<file path="config.mk">
export PLATFORM = sky130hd
export DESIGN_NAME = rti_queue
export DESIGN_NICKNAME = d
export VERILOG_FILES = /design/src/hw/rtl/rti_pkg.sv /design/src/hw/rtl/rti_queue.sv
export VERILOG_INCLUDE_DIRS = /design/src /design/src/hw/rtl
export SDC_FILE = /design/constraint.sdc
export NUM_CORES = 1
export LEC_CHECK = 0
export ABC_CLOCK_PERIOD_IN_PS = 3200
export BUFFER_PORTS_ARGS = -buffer_cell sky130_fd_sc_hd__buf_2
export CAP_MARGIN = 20
export CORE_AREA = 2 2 194 273
export CTS_BUF_LIST = sky130_fd_sc_hd__clkbuf_4
export CTS_CLUSTER_SIZE = 30
export DETAILED_ROUTE_END_ITERATION = 10
export DIE_AREA = 0 0 196 275
export GPL_TIMING_DRIVEN = 0
export SLEW_MARGIN = 20
export SYNTH_ARGS = -nofsm -noshare
export SYNTH_HDL_FRONTEND = slang
export SYNTH_SLANG_ARGS = --single-unit
</file>
<file path="constraint.sdc">
create_clock -name aclk -period 3.2 [get_ports aclk]
set_clock_uncertainty 0.05 [all_clocks]
set_input_delay 0.64 -clock aclk [delete_from_list [all_inputs] [get_ports aclk]]
set_output_delay 0.64 -clock aclk [all_outputs]
set_load 0.01 [all_outputs]
</file>
<file path="src/hw/rtl/assert_macros.svh">
// ----------------------------------------------------------------------------
// assert_macros.svh
// Assertion helpers shared by rti_queue and rti_back.
// ----------------------------------------------------------------------------
`ifndef ASSERT_MACROS_SVH
`define ASSERT_MACROS_SVH

// same-cycle implication
`define ASSERT_IMPL(lbl, clk, rstn, ante, cons) \
    lbl: assert property (@(posedge clk) disable iff (!rstn) (ante) |-> (cons)) \
        else $error("assertion failed");

// next-cycle implication
`define ASSERT_NEXT(lbl, clk, rstn, ante, cons) \
    lbl: assert property (@(posedge clk) disable iff (!rstn) (ante) |=> (cons)) \
        else $error("assertion failed");

`endif

</file>
<file path="src/hw/rtl/rti_pkg.sv">
// ----------------------------------------------------------------------------
// rti_pkg
// Widths, codes, types and helpers of the ray/triangle intersection block.
// ----------------------------------------------------------------------------
package rti_pkg;

    localparam int COORD_W    = 21;
    localparam int VERT_W     = 63;
    localparam int EPS_W      = 32;
    localparam int DIST_W     = 32;
    localparam int CFG_IDX_W  = 2;
    localparam int CFG_DATA_W = 64;

    localparam int E_W   = COORD_W + 1;      // edge and origin offset
    localparam int PP_W  = COORD_W + E_W;    // dir * e2
    localparam int QP_W  = 2 * E_W;          // tv * e1
    localparam int P_W   = PP_W + 1;
    localparam int Q_W   = QP_W + 1;
    localparam int M_W   = E_W + P_W;        // dot term
    localparam int MW_W  = E_W + Q_W;        // e2.q term
    localparam int D_W   = M_W + 2;          // det, u, v
    localparam int W_W   = MW_W + 2;         // e2.q
    localparam int MAG_W = W_W;
    localparam int DEN_W = D_W - 1;
    localparam int FRAC_SH = 16;
    localparam int SH_W  = DEN_W + FRAC_SH;

    localparam int DIV_BITS   = 2;
    localparam int DIV_STAGES = DIST_W / DIV_BITS;

    localparam int QUEUE_DEPTH = 4;

    localparam logic [DIST_W-1:0] MISS_DIST = 32'hFFFF_0000;
    localparam logic [DIST_W-1:0] SAT_POS   = 32'h7FFF_FFFF;
    localparam logic [DIST_W-1:0] SAT_NEG   = 32'h8000_0000;

    typedef enum logic [CFG_IDX_W-1:0] {
        CFG_VERTEX_A,
        CFG_VERTEX_B,
        CFG_VERTEX_C,
        CFG_EPS
    } cfg_idx_t;

    typedef struct packed {
        logic             hit;
        logic             neg;
        logic [MAG_W-1:0] mag;
        logic [DEN_W-1:0] den;
    } job_t;

    typedef struct packed {
        logic             q;
        logic [DEN_W-1:0] rem;
    } div_st_t;

    function automatic div_st_t div_step(input logic [DEN_W-1:0] rem,
                                         input logic [DEN_W-1:0] den,
                                         input logic             b);
        logic [DEN_W:0] t;
        div_st_t        r;
        t = {rem, b};
        if (t >= {1'b0, den}) begin
            t   = t - {1'b0, den};
            r.q = 1'b1;
        end else begin
            r.q = 1'b0;
        end
        r.rem = t[DEN_W-1:0];
        return r;
    endfunction

endpackage

</file>
<file path="src/hw/rtl/rti_queue.sv">
// ----------------------------------------------------------------------------
// rti_queue
// Small FIFO of classified jobs between the front and back pipelines.
// ----------------------------------------------------------------------------
module rti_queue import rti_pkg::*; #(
    parameter int DEPTH = QUEUE_DEPTH
) (
    input  logic aclk,
    input  logic aresetn,
    input  logic push_valid,
    output logic push_ready,
    input  job_t push_data,
    output logic pop_valid,
    input  logic pop_ready,
    output job_t pop_data
);
`include "assert_macros.svh"

    localparam int PTR_W = (DEPTH > 1) ? $clog2(DEPTH) : 1;
    localparam int CNT_W = $clog2(DEPTH + 1);

    job_t             mem [DEPTH];
    logic [PTR_W-1:0] wr_ptr_reg, rd_ptr_reg;
    logic [CNT_W-1:0] cnt_reg;
    logic             push, pop;

    assign push_ready = cnt_reg != CNT_W'(DEPTH);
    assign pop_valid  = cnt_reg != '0;
    assign push       = push_valid && push_ready;
    assign pop        = pop_valid && pop_ready;
    assign pop_data   = mem[rd_ptr_reg];

    always_ff @(posedge aclk) begin
        if (push) begin
            mem[wr_ptr_reg] <= push_data;
        end
    end

    always_ff @(posedge aclk) begin
        if (!aresetn) begin
            wr_ptr_reg <= '0;
            rd_ptr_reg <= '0;
            cnt_reg    <= '0;
        end else begin
            if (push) begin
                wr_ptr_reg <= (wr_ptr_reg == PTR_W'(DEPTH-1)) ? '0 : wr_ptr_reg + 1'b1;
            end
            if (pop) begin
                rd_ptr_reg <= (rd_ptr_reg == PTR_W'(DEPTH-1)) ? '0 : rd_ptr_reg + 1'b1;
            end
            if (push && !pop) begin
                cnt_reg <= cnt_reg + 1'b1;
            end else if (pop && !push) begin
                cnt_reg <= cnt_reg - 1'b1;
            end
        end
    end

    `ASSERT_NEXT(a_cnt_up, aclk, aresetn, push && !pop, cnt_reg == $past(cnt_reg) + 1'b1)
    `ASSERT_NEXT(a_cnt_dn, aclk, aresetn, pop && !push, cnt_reg == $past(cnt_reg) - 1'b1)
    `ASSERT_IMPL(a_ptr_eq, aclk, aresetn, cnt_reg == '0, wr_ptr_reg == rd_ptr_reg)

endmodule

</file>
* Word-level counts from Yosys, hierarchy flattened
Memory sizes are Yosys's and may differ from the RTL's. A register that Yosys moved wholly into a read port is not among the register bits.
Cells that the tools add are included.
** Operators by class
- Equality and inequality tests :: 3
- Muxes and demuxes :: 8
- Reductions and logical operators :: 8
- $add $sub $neg :: 4
** Operator list (number)
- 2-bit two-way mux :: 4
- 3-bit two-way mux :: 2
- 2-bit by 1-bit adder with 2-bit output, second input constant :: 2
- 2-bit == test, second input constant :: 2
- 1-bit logical AND :: 4
- 3-bit by 1-bit adder with 3-bit output, second input constant :: 1
- 3-bit inequality test, second input constant :: 1
- 3-bit nonzero test :: 1
- 3-bit by 1-bit subtractor with 3-bit output, second input constant :: 1
- 1-bit zero test :: 2
- 1-bit two-way mux :: 2
- 2-bit nonzero test :: 1
** Word-level totals
- Memories kept :: 1
- Bits in registers :: 7
- Input port bits :: 142
- Bits in writable memories :: 552
- Output and inout bits :: 140
- Logic and storage cells :: 27
** Memory list
- mem :: words 4, bits a word 138, rd ports 1, clocked after memory_dff 1, wr ports 1, RTL line rti_queue.sv:22 : job_t mem [DEPTH];

* Logic depth before layout (Yosys ltp)
- Word-level depth :: 6
- Depth in mapped cells :: 9
- Gate-level depth less buffers :: 8

* Least setup slack after synthesis
No wires, ideal clock.
- Kind :: reg-to-reg
- Start :: register cnt_reg[0]
- End :: memory mem[0][0] (netlist name) (enable)
- Arrival :: 2385 ps
- Slack :: 329 ps
- Required time :: 2714 ps
- Stages on the path, launching flop included :: 4
- Setup time :: 436 ps
- Path buffers :: 1
- Period minus slack after synthesis :: 2871 ps
- Cells stage by stage :: dfxtp_1 or3b_1 buf_6 and3_2
** On the way
- Word-level cells in the longest chain between the ends :: 4
** RTL lines
- start: declaration :: RTL line rti_queue.sv:24 : logic [CNT_W-1:0] cnt_reg;
- start signal: assignment :: RTL line rti_queue.sv:52 : cnt_reg <= cnt_reg + 1'b1;
- start signal: assignment :: RTL line rti_queue.sv:54 : cnt_reg <= cnt_reg - 1'b1;
- 3-bit inequality test :: RTL line rti_queue.sv:27 : assign push_ready = cnt_reg != CNT_W'(DEPTH);
- via push_ready :: RTL line rti_queue.sv:11 : output logic push_ready,
- 1-bit logical AND :: RTL line rti_queue.sv:29 : assign push = push_valid && push_ready;
- 1-bit two-way mux :: RTL line rti_queue.sv:34 : if (push) begin
- 1-bit two-way mux (implied by the code) :: RTL line rti_queue.sv:35 : mem[wr_ptr_reg] <= push_data;
- end: declaration :: RTL line rti_queue.sv:22
The timed path passes the listed nets, and every way through them passes these cells.

==> flow_summary.yaml <==
clock_tree:
  cts_tree: "done"
  clk_pin_slew_worst_paths_ps: 70
  numCtsBuffers: 138
  clock_insertion_delay_worst_skew_ps: 820
  tritoncts_num_sinks: 561
  htree_num_levels: 4
  clock_tree.root_cell: "sky130_fd_sc_hd__clkbuf_4"
  maximum_number_of_buffers_from_clock_root_to_sink: 3
sta:
  final-setup-viol-count: 0
  layout_min_cycle_time_ps: 3010
  max_clock_freq_mhz: 332
  timing.max_slew.rel_slack_pct: 56.3
  post-route-period-util_pct: 94.2
  total_count_of_max_transition_violations_in_the_final_report: 0
  final_hold_viol_count: 0
  worst-slew-pin-transition_ps: 655
  holdWs_ps: 195
  rsz0062_at_grt: "true"
pwr:
  p_per_area_mw_per_mm2: 732
  total_leakage_power_nw: 9.07
  vdd.ir_drop.worst_mv: 0.453
synth:
  synth_xor_xnor_area_share_pct: 0.0858
  synth.cell_area_mm2: 0.0204
  synth_top_cell_area_share_pct: 81.2
  synth_warn: 0
  synth_compound_gate_area_share_pct: 0.172
  post_synthesis_share_of_cell_area_spent_on_and_or_nand_and_nor_gates_pct: 0.576
  synth_adder_area_share_pct: 0.466
  synth.top_cells.by_area: "sky130_fd_sc_hd__edfxtp_1, sky130_fd_sc_hd__mux4_2, sky130_fd_sc_hd__dfxtp_1, sky130_fd_sc_hd__buf_6, sky130_fd_sc_hd__ha_1"
  synthesis.area_per_instance_um2: 26.4
  portion_of_the_post_synthesis_area_used_by_sequential_elements_pct: 82.1
  netlist.top_cell.by_area: "sky130_fd_sc_hd__edfxtp_1"
  synth_top_family_by_area: "multiplexers"
  yosys_register_bits: 561
  synthesis.instances: 772
  yosys-mux-area-fraction_pct: 15.3
  synth.lib_cells_used.distinct: 27
  synthesis.nets: 921
setup_path:
  criticalPathCategory: "flop to output pin"
  worst_setup_path_start_kind: "flop"
  critical_path.max_fanout: 10
  nature_of_the_critical_path_endpoint: "output pin"
  critPathArrivalTime_ps: 2320
  worst_ep_required_time_ps: 2510
global_routing:
  globalRoute.totalOverflow: 0
  global_route.usage.total_pct: 15.9
  first_global_vias: 11400
  grt_first_pass_wirelength_um: 63400
  antenna_found_initial: 2
  pin_count_of_the_biggest_net_entering_global_routing: 45
outcome:
  run_status: "finished clean"
placement:
  dp_hpwl_um: 25900
  gpl.final_weighted_congestion: 0.695
  port_buffers: 281
drt:
  avgViaCountPerCell: 4.87
  route.detailed.drc: 0
  drt_first_pass_iters: 6
  routedWlPerCell_um: 20.2
  initialDrtViolationCount: 454
  drt_wl_total_um: 42400
  drt.antenna.violating_nets: 0
  via_count: 10200
min_path:
  worstHoldPathType: "primary input to flop"
floorplanning:
  die_width_um: 196
  i_o_pin_count: 282
  start_util_pct: 39.6
  fp-row-count: 99
  die_height_um: 275
  core-area_mm2: 0.0515
  dieArea_mm2: 0.0539
finish:
  final_net_count: 1502
  post_route_cells_drive_above_1_share_pct: 47.4
  postLayoutCoreUtil_pct: 51.0
  area_growth_syn_to_layout_pct: 28.6
  final.fill_count: 4247
  largest_reg_flops: 552
flow_run:
  total_of_max_cap_violations: 0
## cell type report
class                           instances  area (um^2)  share of cell area [%]
Tap cell                              656          821                    3.12
Antenna cell                            1         2.50                 0.00953
Inverter                                3         11.3                  0.0429
Multi-Input combinational cell        175         3410                    13.0
Clock buffer                          193         1450                    5.52
Sequential cell                       561        16800                    63.8
Clock inverter                         34          166                   0.634
Timing Repair Buffer                  441         3240                    12.3
Buffer                                 33          413                    1.57
## where the power goes
group / switching (W) / internal [W] / leakage (nW) / total [W]
logic: 0.00235 / 0.00235 / 2.96 / 0.00470
registers: 0.000155 / 0.00889 / 5.13 / 0.00905
clock network: 0.00264 / 0.00284 / 0.971 / 0.00548
## layer usage
| metal | global-route usage, % | vias up | part of all wire (%) |
|---|---|---|---|
| met1 | 17.2 | 5253 | 38 |
| met2 | 28.5 | 280 | 54 |
| met3 | 5.06 | 76 | 5.6 |
| li1 | - | 4598 | - |
| met5 | 0 | - | 0.031 |
| met4 | 7.14 | 2 | 2.5 |
## cells by family (layout without fill, tap and decap cells)
kind of cell / count (synthesis) / in the layout
DFF: 561 / 561
muxes: 140 / 140
buffers and inverters: 36 / 704
and+or+nand+nor: 20 / 20
adders and majority gates: 7 / 7
AOI/OAI and AO/OA: 6 / 6
xor gates and xnor gates: 2 / 2
other: 0 / 1
## path summary, 6_finish.rpt
path	depth (start not counted)	endpoint	slack, ps	startpoint
setup / recovery	5	pop_data[70]	190	flop
hold / removal	3	wr_ptr_reg[1]	200	push_valid
setup reg to reg	7	cnt_reg[2]	750	cnt_reg[1]
hold reg to reg	2	wr_ptr_reg[1]	470	wr_ptr_reg[1]
## synth_stat cells (all sizes together)
library cell,count
a21boi,1
and2,2
and3,4
buf,30
clkbuf,3
dfxtp,9
edfxtp,552
fa,1
ha,6
inv,3
mux2i,2
mux4,138
nand2,5
nand3,2
nand4,1
nor2,2
nor2b,1
o21ai,4
o31ai,1
or3,2
or3b,1
xnor2,1
xor2,1
## through the flow
step                setup slack [ps]  cells  area, um^2  TNS (ps)  total power [W]
detailed placement               424   1721       23000         0           0.0136
floorplan                        329    772       20400         0           0.0118
global placement               -1330   1709       22600   -703720           0.0135
finish                           186   2097       26300         0           0.0192
CTS                            -22.4   2088       26100      -386           0.0194
global route                   -4.67   2097       26300     -7.37           0.0203
## critical path, cell delays in order (launching register included)
cell                        delay (ps)
sky130_fd_sc_hd__dfxtp_2           320
sky130_fd_sc_hd__buf_6             140
sky130_fd_sc_hd__clkbuf_16         190
sky130_fd_sc_hd__buf_12            160
sky130_fd_sc_hd__mux4_2            520
sky130_fd_sc_hd__buf_2             160
## cells in the final DEF, fill, tap and decap left out, types with 5 or more instances in the layout
cell type | synthesis | final
sky130_fd_sc_hd__edfxtp_1 | 552 | 552
sky130_fd_sc_hd__buf_2 | 14 | 282
sky130_fd_sc_hd__clkbuf_4 | 0 | 199
sky130_fd_sc_hd__dlygate4sd3_1 | 0 | 140
sky130_fd_sc_hd__mux4_2 | 138 | 138
sky130_fd_sc_hd__clkinv_1 | 0 | 23
sky130_fd_sc_hd__buf_12 | 0 | 14
sky130_fd_sc_hd__buf_4 | 1 | 11
sky130_fd_sc_hd__buf_16 | 0 | 11
sky130_fd_sc_hd__dfxtp_1 | 9 | 8
sky130_fd_sc_hd__ha_1 | 6 | 6
sky130_fd_sc_hd__buf_6 | 15 | 5
sky130_fd_sc_hd__nand2_1 | 5 | 5
## timing repair
item                                    CTS  global route
gates cloned                              0             2
endpoints found under the setup margin  113           120
hold buffers                            140             0
gates resized for setup                  18            29
endpoints found under the hold margin   553             0
setup buffers                             0             6
(Power assumes the default switching activity.)
